[src/design/sofc_pkg.sv]
package sofc_pkg;

   // Fixed field widths.
   localparam int unsigned TIME_W     = 64;
   localparam int unsigned LIMIT_W    = 31;
   localparam int unsigned COUNT_W    = 8;
   localparam int unsigned OFFSET_W   = 64;
   localparam int unsigned STATUS_W   = 2;
   localparam int unsigned CSR_ADDR_W = 4;
   localparam int unsigned CSR_DATA_W = 32;

   // Default number of fraction bits of the running average.
   localparam int unsigned AVG_FRACTION_BITS_DEF = 16;

   // Register values after reset.
   localparam logic               SYNC_MODE_RESET = 1'b1;
   localparam logic [LIMIT_W-1:0] LIMIT_RESET     = 31'd1000;
   localparam logic [COUNT_W-1:0] AVG_COUNT_RESET = 8'd10;
   localparam logic [COUNT_W-1:0] RETRY_RESET     = 8'd5;

   typedef enum logic [1:0] {
      PH_IDLE,
      PH_FIRST,
      PH_PRELIM,
      PH_AVERAGE
   } phase_type;

   typedef enum logic [STATUS_W-1:0] {
      ST_NEXT,
      ST_DONE,
      ST_ABORT,
      ST_IDLE
   } status_type;

   typedef enum logic [1:0] {
      CSR_SYNC_MODE,
      CSR_LIMIT,
      CSR_AVG_COUNT,
      CSR_RETRY
   } csr_reg_type;

   typedef enum logic {
      KIND_START,
      KIND_EXCHANGE
   } kind_type;

   // One exchange word after the offset has been formed and range checked.
   typedef struct packed {
      logic                       kind;
      logic                       ok;
      logic                       in_limit;
      logic signed [OFFSET_W-1:0] offset;
   } item_type;

   // Result of the sequencer before the average is rounded to microseconds.
   typedef struct packed {
      logic                       corr_valid;
      logic                       use_avg;
      status_type                 status;
      logic signed [OFFSET_W-1:0] value;
   } res_type;

endpackage

[src/design/sofc_req_if.sv]
interface sofc_req_if;
   import sofc_pkg::*;

   logic              valid;
   logic              ready;
   logic              item_kind;
   logic              response_ok;
   logic [TIME_W-1:0] client_send_time;
   logic [TIME_W-1:0] server_receive_time;
   logic [TIME_W-1:0] server_send_time;
   logic [TIME_W-1:0] client_receive_time;

   modport source (
      output valid, item_kind, response_ok, client_send_time, server_receive_time,
             server_send_time, client_receive_time,
      input  ready
   );

   modport sink (
      input  valid, item_kind, response_ok, client_send_time, server_receive_time,
             server_send_time, client_receive_time,
      output ready
   );
endinterface

[src/design/sofc_rsp_if.sv]
interface sofc_rsp_if;
   import sofc_pkg::*;

   logic                       valid;
   logic                       ready;
   logic                       correction_valid;
   logic signed [OFFSET_W-1:0] correction_value;
   logic [STATUS_W-1:0]        status;

   modport source (
      output valid, correction_valid, correction_value, status,
      input  ready
   );

   modport sink (
      input  valid, correction_valid, correction_value, status,
      output ready
   );
endinterface

[src/design/sofc_front.sv]
// Two-stage front end: timestamp differences, then the halved offset and its
// range check against the distortion limit.
module sofc_front (
   input  logic                            clock,
   input  logic                            reset,
   input  logic [sofc_pkg::LIMIT_W-1:0]    limit,
   sofc_req_if.sink                        req_bus,
   output logic                            out_valid,
   input  logic                            out_ready,
   output sofc_pkg::item_type              out_item
);
   import sofc_pkg::*;

   logic              v1_ff, v1_in;
   logic              v2_ff, v2_in;
   logic              open1, open2;
   logic              kind1_ff, kind1_in;
   logic              ok1_ff, ok1_in;
   logic [TIME_W-1:0] fwd_ff, fwd_in;
   logic [TIME_W-1:0] back_ff, back_in;
   item_type          item_ff, item_in;

   logic signed [TIME_W:0] sum;
   logic signed [TIME_W:0] pos_bound;
   logic signed [TIME_W:0] neg_bound;
   logic                   odd_neg;

   assign open2         = ~v2_ff | out_ready;
   assign open1         = ~v1_ff | open2;
   assign req_bus.ready = open1;

   // The exact sum needs one extra bit; halving toward zero rounds a negative
   // odd sum up by one. The limit test works on the sum itself:
   // |sum / 2| <= L holds exactly when -(2L+1) <= sum <= 2L+1.
   assign sum       = {fwd_ff[TIME_W-1], fwd_ff} + {back_ff[TIME_W-1], back_ff};
   assign odd_neg   = sum[TIME_W] & sum[0];
   assign pos_bound = {{(TIME_W - LIMIT_W){1'b0}}, limit, 1'b1};
   assign neg_bound = -pos_bound;

   always_comb begin
      v1_in    = open1 ? req_bus.valid : v1_ff;
      v2_in    = open2 ? v1_ff : v2_ff;
      kind1_in = kind1_ff;
      ok1_in   = ok1_ff;
      fwd_in   = fwd_ff;
      back_in  = back_ff;
      item_in  = item_ff;
      if (open1 && req_bus.valid) begin
         kind1_in = req_bus.item_kind;
         ok1_in   = req_bus.response_ok;
         fwd_in   = req_bus.server_receive_time - req_bus.client_send_time;
         back_in  = req_bus.server_send_time - req_bus.client_receive_time;
      end
      if (open2 && v1_ff) begin
         item_in.kind     = kind1_ff;
         item_in.ok       = ok1_ff;
         item_in.offset   = sum[TIME_W:1] + {{(OFFSET_W-1){1'b0}}, odd_neg};
         item_in.in_limit = (sum <= pos_bound) && (sum >= neg_bound);
      end
   end

   always_ff @(posedge clock) begin
      if (reset) begin
         v1_ff <= 1'b0;
         v2_ff <= 1'b0;
      end else begin
         v1_ff <= v1_in;
         v2_ff <= v2_in;
      end
   end

   always_ff @(posedge clock) begin
      kind1_ff <= kind1_in;
      ok1_ff   <= ok1_in;
      fwd_ff   <= fwd_in;
      back_ff  <= back_in;
      item_ff  <= item_in;
   end

   assign out_valid = v2_ff;
   assign out_item  = item_ff;

endmodule

[src/design/sntp_offset_filter_controller_unit.sv]
// SNTP clock offset filter. A start word opens a sync; each exchange word
// reports one request attempt with its four microsecond timestamps, and every
// accepted word yields exactly one result word carrying a status and, when
// the local clock must move, a signed correction in microseconds. The offset
// is ((T2-T1)+(T3-T4))/2 truncated toward zero. Single mode applies the first
// good offset; multiple mode applies a first correction, then preliminary
// corrections until one lies within the distortion limit, then folds in-limit
// offsets into an exponential moving average (k = 0.1 in fixed point) and
// applies its truncated value once average_count of them have been seen.
// The block takes one word per clock while its output is not stalled; each
// word passes four register stages: the timestamp differences, the offset
// with its limit check, the sequencer with the average update (one constant
// multiply), and the output rounding. A stalled result holds the pipeline
// behind it. Configuration is over an APB port at byte addresses 0, 4, 8 and
// 12 and should be written only while no word is in flight.
module sntp_offset_filter_controller_unit #(
   parameter int unsigned AVG_FRACTION_BITS = sofc_pkg::AVG_FRACTION_BITS_DEF
) (
   input  logic                              clock,
   input  logic                              reset,
   sofc_req_if.sink                          req_bus,
   sofc_rsp_if.source                        rsp_bus,
   input  logic                              psel,
   input  logic                              penable,
   input  logic                              pwrite,
   input  logic [sofc_pkg::CSR_ADDR_W-1:0]   paddr,
   input  logic [sofc_pkg::CSR_DATA_W-1:0]   pwdata,
   output logic [sofc_pkg::CSR_DATA_W-1:0]   prdata,
   output logic                              pready
);
   import sofc_pkg::*;

   // The average holds a 32-bit microsecond value with the fraction below it.
   localparam int unsigned AVG_W   = 32 + AVG_FRACTION_BITS;
   localparam int unsigned DIFF_W  = AVG_W + 1;
   localparam int unsigned PROD_W  = AVG_W + AVG_FRACTION_BITS;
   localparam longint unsigned ONE = 64'd1 << AVG_FRACTION_BITS;
   localparam longint unsigned K_VAL = (ONE + 64'd5) / 64'd10;
   localparam logic signed [PROD_W-1:0]   K_COEF    = PROD_W'(K_VAL);
   localparam logic signed [OFFSET_W-1:0] ROUND_ADD = OFFSET_W'(ONE - 64'd1);

   // ------------------------------------------------------------------
   // Configuration registers.
   // ------------------------------------------------------------------
   logic               mode_ff, mode_in;
   logic [LIMIT_W-1:0] limit_ff, limit_in;
   logic [COUNT_W-1:0] avg_count_ff, avg_count_in;
   logic [COUNT_W-1:0] retry_ff, retry_in;
   csr_reg_type        csr_sel;
   logic               csr_wr;

   assign csr_sel = csr_reg_type'(paddr[CSR_ADDR_W-1:2]);
   assign csr_wr  = psel & penable & pwrite;
   assign pready  = 1'b1;

   always_comb begin
      mode_in      = mode_ff;
      limit_in     = limit_ff;
      avg_count_in = avg_count_ff;
      retry_in     = retry_ff;
      if (csr_wr) begin
         case (csr_sel)
            CSR_SYNC_MODE: mode_in      = pwdata[0];
            CSR_LIMIT:     limit_in     = pwdata[LIMIT_W-1:0];
            CSR_AVG_COUNT: avg_count_in = pwdata[COUNT_W-1:0];
            CSR_RETRY:     retry_in     = pwdata[COUNT_W-1:0];
            default:       mode_in      = mode_ff;
         endcase
      end
   end

   always_comb begin
      case (csr_sel)
         CSR_SYNC_MODE: prdata = {{(CSR_DATA_W-1){1'b0}}, mode_ff};
         CSR_LIMIT:     prdata = {{(CSR_DATA_W-LIMIT_W){1'b0}}, limit_ff};
         CSR_AVG_COUNT: prdata = {{(CSR_DATA_W-COUNT_W){1'b0}}, avg_count_ff};
         CSR_RETRY:     prdata = {{(CSR_DATA_W-COUNT_W){1'b0}}, retry_ff};
         default:       prdata = '0;
      endcase
   end

   always_ff @(posedge clock) begin
      if (reset) begin
         mode_ff      <= SYNC_MODE_RESET;
         limit_ff     <= LIMIT_RESET;
         avg_count_ff <= AVG_COUNT_RESET;
         retry_ff     <= RETRY_RESET;
      end else begin
         mode_ff      <= mode_in;
         limit_ff     <= limit_in;
         avg_count_ff <= avg_count_in;
         retry_ff     <= retry_in;
      end
   end

   // ------------------------------------------------------------------
   // Stages one and two: timestamp differences, then offset and limit check.
   // ------------------------------------------------------------------
   logic     s2_valid;
   item_type s2_item;
   logic     open3, open4;
   logic     fire3;

   sofc_front u_front (
      .clock     (clock),
      .reset     (reset),
      .limit     (limit_ff),
      .req_bus   (req_bus),
      .out_valid (s2_valid),
      .out_ready (open3),
      .out_item  (s2_item)
   );

   // ------------------------------------------------------------------
   // Stage three: sync sequencer and moving average.
   // ------------------------------------------------------------------
   phase_type                phase_ff, phase_in;
   logic [COUNT_W-1:0]       failed_ff, failed_in;
   logic [COUNT_W-1:0]       count_ff, count_in;
   logic signed [AVG_W-1:0]  avg_ff, avg_in;
   logic                     s3_valid_ff, s3_valid_in;
   res_type                  res_ff, res_in;
   res_type                  res_new;

   logic signed [AVG_W-1:0]  x_scaled;
   logic signed [DIFF_W-1:0] avg_diff;
   logic signed [PROD_W-1:0] avg_prod;
   logic signed [AVG_W-1:0]  avg_step;
   logic signed [AVG_W-1:0]  avg_upd;
   logic [COUNT_W-1:0]       count_inc;
   logic                     retry_spent;
   logic                     avg_done;

   assign open4 = ~rsp_bus.valid | rsp_bus.ready;
   assign open3 = ~s3_valid_ff | open4;
   assign fire3 = s2_valid & open3;

   // Only in-limit offsets reach the average, so the low 32 bits carry the
   // whole value. The update adds floor((x - avg) * k) in fixed point.
   assign x_scaled  = {s2_item.offset[31:0], {AVG_FRACTION_BITS{1'b0}}};
   assign avg_diff  = DIFF_W'(x_scaled) - DIFF_W'(avg_ff);
   assign avg_prod  = PROD_W'(avg_diff) * K_COEF;
   assign avg_step  = AVG_W'(avg_prod >>> AVG_FRACTION_BITS);
   assign avg_upd   = avg_ff + avg_step;

   assign count_inc   = count_ff + 1'b1;
   assign retry_spent = failed_ff >= retry_ff;
   assign avg_done    = count_inc >= avg_count_ff;

   // Next phase.
   always_comb begin
      phase_in = phase_ff;
      if (fire3) begin
         if (s2_item.kind == KIND_START) begin
            phase_in = PH_FIRST;
         end else if (phase_ff == PH_IDLE) begin
            phase_in = PH_IDLE;
         end else if (!s2_item.ok) begin
            // A failed request restarts in the first phase and aborts later.
            if (retry_spent && phase_ff != PH_FIRST) begin
               phase_in = PH_IDLE;
            end
         end else begin
            case (phase_ff)
               PH_FIRST: begin
                  phase_in = mode_ff ? PH_PRELIM : PH_IDLE;
               end
               PH_PRELIM: begin
                  if (s2_item.in_limit) begin
                     phase_in = (avg_count_ff == '0) ? PH_IDLE : PH_AVERAGE;
                  end
               end
               PH_AVERAGE: begin
                  if (s2_item.in_limit && avg_done) begin
                     phase_in = PH_IDLE;
                  end
               end
               default: phase_in = phase_ff;
            endcase
         end
      end
   end

   // Counters, average and the result of the word.
   always_comb begin
      failed_in          = failed_ff;
      count_in           = count_ff;
      avg_in             = avg_ff;
      res_new.corr_valid = 1'b0;
      res_new.use_avg    = 1'b0;
      res_new.status     = ST_NEXT;
      res_new.value      = '0;
      if (fire3) begin
         if (s2_item.kind == KIND_START) begin
            failed_in = '0;
            count_in  = '0;
            avg_in    = '0;
         end else if (phase_ff == PH_IDLE) begin
            res_new.status = ST_IDLE;
         end else if (!s2_item.ok) begin
            if (retry_spent) begin
               failed_in = '0;
               if (phase_ff != PH_FIRST) begin
                  res_new.status = ST_ABORT;
               end
            end else begin
               failed_in = failed_ff + 1'b1;
            end
         end else begin
            failed_in = '0;
            case (phase_ff)
               PH_FIRST: begin
                  res_new.corr_valid = 1'b1;
                  res_new.value      = s2_item.offset;
                  if (!mode_ff) begin
                     res_new.status = ST_DONE;
                  end
               end
               PH_PRELIM: begin
                  res_new.corr_valid = 1'b1;
                  res_new.value      = s2_item.offset;
                  if (s2_item.in_limit) begin
                     count_in = '0;
                     avg_in   = '0;
                     // An empty average is a zero shift, so the sync ends here.
                     if (avg_count_ff == '0) begin
                        res_new.status = ST_DONE;
                     end
                  end
               end
               PH_AVERAGE: begin
                  // Out-of-limit offsets are skipped without a correction.
                  if (s2_item.in_limit) begin
                     avg_in   = avg_upd;
                     count_in = count_inc;
                     if (avg_done) begin
                        res_new.corr_valid = 1'b1;
                        res_new.use_avg    = 1'b1;
                        res_new.value      = OFFSET_W'(avg_upd);
                        res_new.status     = ST_DONE;
                     end
                  end
               end
               default: res_new.status = ST_NEXT;
            endcase
         end
      end
   end

   always_comb begin
      s3_valid_in = open3 ? s2_valid : s3_valid_ff;
      res_in      = fire3 ? res_new : res_ff;
   end

   always_ff @(posedge clock) begin
      if (reset) begin
         phase_ff    <= PH_IDLE;
         failed_ff   <= '0;
         count_ff    <= '0;
         avg_ff      <= '0;
         s3_valid_ff <= 1'b0;
      end else begin
         phase_ff    <= phase_in;
         failed_ff   <= failed_in;
         count_ff    <= count_in;
         avg_ff      <= avg_in;
         s3_valid_ff <= s3_valid_in;
      end
   end

   always_ff @(posedge clock) begin
      res_ff <= res_in;
   end

   // ------------------------------------------------------------------
   // Stage four: output register. The average is truncated toward zero by
   // biasing negative values before the arithmetic shift.
   // ------------------------------------------------------------------
   logic                       rsp_valid_ff, rsp_valid_in;
   logic                       corr_valid_ff, corr_valid_in;
   logic signed [OFFSET_W-1:0] value_ff, value_in;
   status_type                 status_ff, status_in;
   logic signed [OFFSET_W-1:0] round_sum;
   logic signed [OFFSET_W-1:0] avg_out;

   assign round_sum = res_ff.value + (res_ff.value[OFFSET_W-1] ? ROUND_ADD : '0);
   assign avg_out   = round_sum >>> AVG_FRACTION_BITS;

   always_comb begin
      rsp_valid_in  = open4 ? s3_valid_ff : rsp_valid_ff;
      corr_valid_in = corr_valid_ff;
      value_in      = value_ff;
      status_in     = status_ff;
      if (open4 && s3_valid_ff) begin
         corr_valid_in = res_ff.corr_valid;
         value_in      = res_ff.use_avg ? avg_out : res_ff.value;
         status_in     = res_ff.status;
      end
   end

   always_ff @(posedge clock) begin
      if (reset) begin
         rsp_valid_ff <= 1'b0;
      end else begin
         rsp_valid_ff <= rsp_valid_in;
      end
   end

   always_ff @(posedge clock) begin
      corr_valid_ff <= corr_valid_in;
      value_ff      <= value_in;
      status_ff     <= status_in;
   end

   assign rsp_bus.valid            = rsp_valid_ff;
   assign rsp_bus.correction_valid = corr_valid_ff;
   assign rsp_bus.correction_value = value_ff;
   assign rsp_bus.status           = status_ff;

endmodule

[src/flat_wrapper.sv]
// flat-port wrapper written by rule: the top's interface ports become plain ports
module sntp_offset_filter_controller_unit_flat import sofc_pkg::*;
#(
   parameter int unsigned AVG_FRACTION_BITS = sofc_pkg::AVG_FRACTION_BITS_DEF
)
  (clock, reset, psel, penable, pwrite, paddr, pwdata, prdata, pready, req_bus_valid, req_bus_item_kind, req_bus_response_ok, req_bus_client_send_time, req_bus_server_receive_time, req_bus_server_send_time, req_bus_client_receive_time, req_bus_ready, rsp_bus_valid, rsp_bus_correction_valid, rsp_bus_correction_value, rsp_bus_status, rsp_bus_ready);
  sofc_req_if req_bus_i ();
  sofc_rsp_if rsp_bus_i ();
  input  logic clock;
  input  logic reset;
  input  logic psel;
  input  logic penable;
  input  logic pwrite;
  input  logic [sofc_pkg::CSR_ADDR_W-1:0] paddr;
  input  logic [sofc_pkg::CSR_DATA_W-1:0] pwdata;
  output logic [sofc_pkg::CSR_DATA_W-1:0] prdata;
  output logic pready;
  input wire logic [$bits(req_bus_i.valid)-1:0] req_bus_valid;
  input wire logic [$bits(req_bus_i.item_kind)-1:0] req_bus_item_kind;
  input wire logic [$bits(req_bus_i.response_ok)-1:0] req_bus_response_ok;
  input wire logic [$bits(req_bus_i.client_send_time)-1:0] req_bus_client_send_time;
  input wire logic [$bits(req_bus_i.server_receive_time)-1:0] req_bus_server_receive_time;
  input wire logic [$bits(req_bus_i.server_send_time)-1:0] req_bus_server_send_time;
  input wire logic [$bits(req_bus_i.client_receive_time)-1:0] req_bus_client_receive_time;
  output wire logic [$bits(req_bus_i.ready)-1:0] req_bus_ready;
  output wire logic [$bits(rsp_bus_i.valid)-1:0] rsp_bus_valid;
  output wire logic [$bits(rsp_bus_i.correction_valid)-1:0] rsp_bus_correction_valid;
  output wire logic [$bits(rsp_bus_i.correction_value)-1:0] rsp_bus_correction_value;
  output wire logic [$bits(rsp_bus_i.status)-1:0] rsp_bus_status;
  input wire logic [$bits(rsp_bus_i.ready)-1:0] rsp_bus_ready;
  assign req_bus_i.valid = req_bus_valid;
  assign req_bus_i.item_kind = req_bus_item_kind;
  assign req_bus_i.response_ok = req_bus_response_ok;
  assign req_bus_i.client_send_time = req_bus_client_send_time;
  assign req_bus_i.server_receive_time = req_bus_server_receive_time;
  assign req_bus_i.server_send_time = req_bus_server_send_time;
  assign req_bus_i.client_receive_time = req_bus_client_receive_time;
  assign req_bus_ready = req_bus_i.ready;
  assign rsp_bus_valid = rsp_bus_i.valid;
  assign rsp_bus_correction_valid = rsp_bus_i.correction_valid;
  assign rsp_bus_correction_value = rsp_bus_i.correction_value;
  assign rsp_bus_status = rsp_bus_i.status;
  assign rsp_bus_i.ready = rsp_bus_ready;
  sntp_offset_filter_controller_unit #(.AVG_FRACTION_BITS(AVG_FRACTION_BITS)) u_core (.clock(clock), .reset(reset), .req_bus(req_bus_i), .rsp_bus(rsp_bus_i), .psel(psel), .penable(penable), .pwrite(pwrite), .paddr(paddr), .pwdata(pwdata), .prdata(prdata), .pready(pready));
endmodule
[config.mk]
export PLATFORM = sky130hd
export DESIGN_NAME = sntp_offset_filter_controller_unit_flat
export DESIGN_NICKNAME = d
export VERILOG_FILES = /design/src/design/sofc_pkg.sv /design/src/design/sofc_req_if.sv /design/src/design/sofc_rsp_if.sv /design/src/design/sofc_front.sv /design/src/design/sntp_offset_filter_controller_unit.sv /design/src/flat_wrapper.sv
export SDC_FILE = /design/constraint.sdc
export NUM_CORES = 2
export LEC_CHECK = 0
export ABC_AREA = 1
export ABC_CLOCK_PERIOD_IN_PS = 20200
export CORE_ASPECT_RATIO = 1.75
export CORE_MARGIN = 5
export CORE_UTILIZATION = 35
export CTS_CLUSTER_SIZE = 25
export DETAILED_ROUTE_END_ITERATION = 8
export DONT_BUFFER_PORTS = 1
export GPL_TIMING_DRIVEN = 0
export PLACE_DENSITY_LB_ADDON = 0.2
export SLEW_MARGIN = 10
export SYNTH_ARGS = -nofsm -noshare
export SYNTH_HDL_FRONTEND = slang
export SYNTH_SLANG_ARGS = --single-unit
[constraint.sdc]
create_clock -name clock -period 20.2 [get_ports clock]
set_input_delay 0 -clock clock [delete_from_list [all_inputs] [get_ports clock]]
set_output_delay 0 -clock clock [all_outputs]
set_load 0.005 [all_outputs]
==> flow_summary_export.csv <==
group,metric,value,unit
status,outcome,"completed",
floorplan,io_pins,403,
clock_network,cts_tree,"built",
grt,antenna_found_initial,19,
timing,tns,0,ns
synthesis,seq_area_frac_synth,22.7,%
clock_network,cts-root-buf,"clkbuf_16",
timing,hold_viol_final,0,
grt,overflow,0,
synthesis,ys.flop_type,"edfxtp_1",
layout,seqCellArea,12300,µm²
route,dr.pass1.iters,7,
hold_path,holdCritPathClass,"in2reg",
clock_network,clk_pin_slew,0.06,ns
synthesis,yosys-top-cells-area,"edfxtp_1 18%, nand2_1 13%, ha_1 13%",
clock_network,cts.sinks,450,
route,final_antenna_net_count,0,
synthesis,ys_types,66,
floorplan,die_w,308,µm
placement,routabilityCongestion,1.09,
floorplan,initial_core_util,35.1,%
worst_setup_path,worst-setup-path-type,"reg2reg",
synthesis,synth_area,54200,µm²
synthesis,synth-edff-count,332,
placement,portBuffers,0,
clock_network,clk_latency,0.67,ns
route,routed-via-count,53800,
synthesis,ys_ff_latch,450,
worst_setup_path,cp_data_required_time,20.56,ns
worst_setup_path,path_max_fanout,10,
layout,drive_gt1_share,2.88,%
layout,multi_input_area,35700,µm²
timing,timing.final.crit_period,11.35,ns
floorplan,core.rowCount,191,
timing,clock_skew,0.0421,ns
clock_network,clockBufferDepth,3,
floorplan,die_area,163000,µm²
synthesis,yosys.area.top_type_share,18.4,%
synthesis,synth-warning-count,0,
clock_network,postCtsSetupBuffers,0,
layout,nNetsFinal,9371,
grt,grt_pass1_vias,56000,
synthesis,syn-num-nets,8974,
timing,fmax,88.1,MHz
timing,maxSlewHeadroom,6.00,%
worst_setup_path,endpoint_kind,"flop",
grt,grt_max_degree,67,
synthesis,synthTopCellsByCount,"1880 x nand2_1, 1568 x inv_1, 860 x nor2_1",
grt,grt_pass1_wl,351,mm
timing,drv_slew,0,
floorplan,die_y,531,µm
worst_setup_path,slowest_delay,0.83,ns
synthesis,yosysMostFrequentCell,"nand2_1",
timing,fin_crit_sh,56.2,%
clock_network,cts_buffers,50,
worst_setup_path,cpMostUsedCell,"nand2_1",
timing,rsz0062_at_grt,"no",
worst_setup_path,critPathArrivalTime,11.71,ns
timing,setup_viol,0,
layout,area_delta_synth_final,14.6,%
grt,grt_use_total,29.2,%
placement,hpwl,214,mm
floorplan,core_area,154000,µm²
worst_setup_path,startpoint_type,"flop",
route,drc,0,
route,routedWlPerCell,23.7,µm
layout,fillers,16700,
synthesis,avgSynthCellArea,6.87,µm²
timing,tightestPinTransition,1.39,ns
clock_network,htree_levels,2,
route,via_per_inst,5.19,
worst_setup_path,crit_path_top_delay_cell,"a2111oi_0",
route,drt_wl_total,246,mm
synthesis,synth_largest_area_cell,"edfxtp_1",
job,cap_violations,0,
route,first_iter_violations,3326,
synthesis,syn_inst,7897,
synthesis,async_reset_ff_share,0,%
==> per-stage QoR <==
step	cell area (µm²)	hold slack [ns]	setup slack (ns)	utilization, %	cells
floorplan	54200	0.0989	12.07	-	7897
global placement	56700	0.0992	8.96	36.8	9923
detailed placement	57000	0.0991	8.98	36.9	9938
CTS	62100	0.00326	8.92	40.2	10400
global route	62100	0.0632	8.33	40.2	10400
finish	62200	0.0553	8.85	40.3	10400
==> flip-flops by register name, indices dropped and copies added (netlist names), 8 cells and up <==
signal and cells:
u_core.rsp_bus.correction_value 64, u_core.retry_ff 8, u_core.u_front.out_item 67, u_core.avg_count_ff 8
u_core.u_front.fwd_ff 64, u_core.u_front.back_ff 64, u_core.limit_ff 31, u_core.avg_ff 48
u_core.failed_ff 8, u_core.res_ff 68, u_core.count_ff 8
==> cells by family (layout without fill, tap and decap cells) <==
logic type / Yosys count / in the layout / synth area share [%]
buf+inv: 1653 / 2091 / 11.5
other cells: 2 / 16 / 0.0139
simple gates: 3387 / 3387 / 25.8
fa+ha+maj: 776 / 776 / 20.9
compound gates: 1295 / 1295 / 13.3
xor+xnor: 334 / 334 / 5.77
flops: 450 / 450 / 22.7
==> critical path, delay by kind of cell (launching register included) <==
kind / cells / cell delay [ns]
compound gates: 10 / 3.10
xor+xnor: 1 / 0.63
fa+ha+maj: 8 / 3.59
buf+inv: 8 / 0.90
flops: 1 / 0.58
simple gates: 17 / 2.19
==> placed cells by master, fill, tap and decap left out, types with 118 or more instances in the layout <==
cell type      count
dfxtp_1          118
a21oi_1          630
fa_1             213
nand3_1          314
edfxtp_1         332
nand2_1         1880
ha_1             563
inv_1           1566
nor2_1           858
xor2_1           221
o21ai_0          341
dlygate4sd3_1    330
==> metal layers <==
metal,up-vias,part of all wire [%],GRT usage [%]
met2,1847,52,56.0
met3,848,4.0,3.50
met1,24900,30,24.4
li1,26200,-,-
met5,-,0.0097,0
met4,4,14,31.4
==> final timing paths <==
path	start	to	slack, ns	depth (start not counted)
worst max-delay path	u_core.u_front.out_item[1]$_DFFE_PP_	u_core.res_ff[62]$_SDFFCE_PP0P_	8.85	44
worst min-delay path	req_bus_client_receive_time[56]	u_core.u_front.back_ff[56]$_DFFE_PP_	0.06	4
worst max register to register	u_core.u_front.out_item[1]$_DFFE_PP_	u_core.res_ff[62]$_SDFFCE_PP0P_	8.85	44
worst min register to register	u_core.u_front.kind1_ff$_DFFE_PP_	u_core.u_front.out_item[66]$_DFFE_PP_	0.42	0
==> timing repair <==
item | CTS | global route
hold buffers | 330 | 0
hold endpoints to repair | 211 | 0
resized for setup | 0 | 0
==> final cells by class <==
type,instances,share of cell area (%)
multi-input cells,5794,57.4
repair buffers,345,5.72
well taps,2026,4.08
clock inverters,36,0.799
clock buffers,57,2.06
diodes,14,0.0564
inverters,1581,9.56
flip-flops and latches,450,19.8
plain buffers,72,0.453
Power is left out: the tool's default activity adds up to more than one toggle a clock period on the data nets, which glitch-free logic cannot reach.
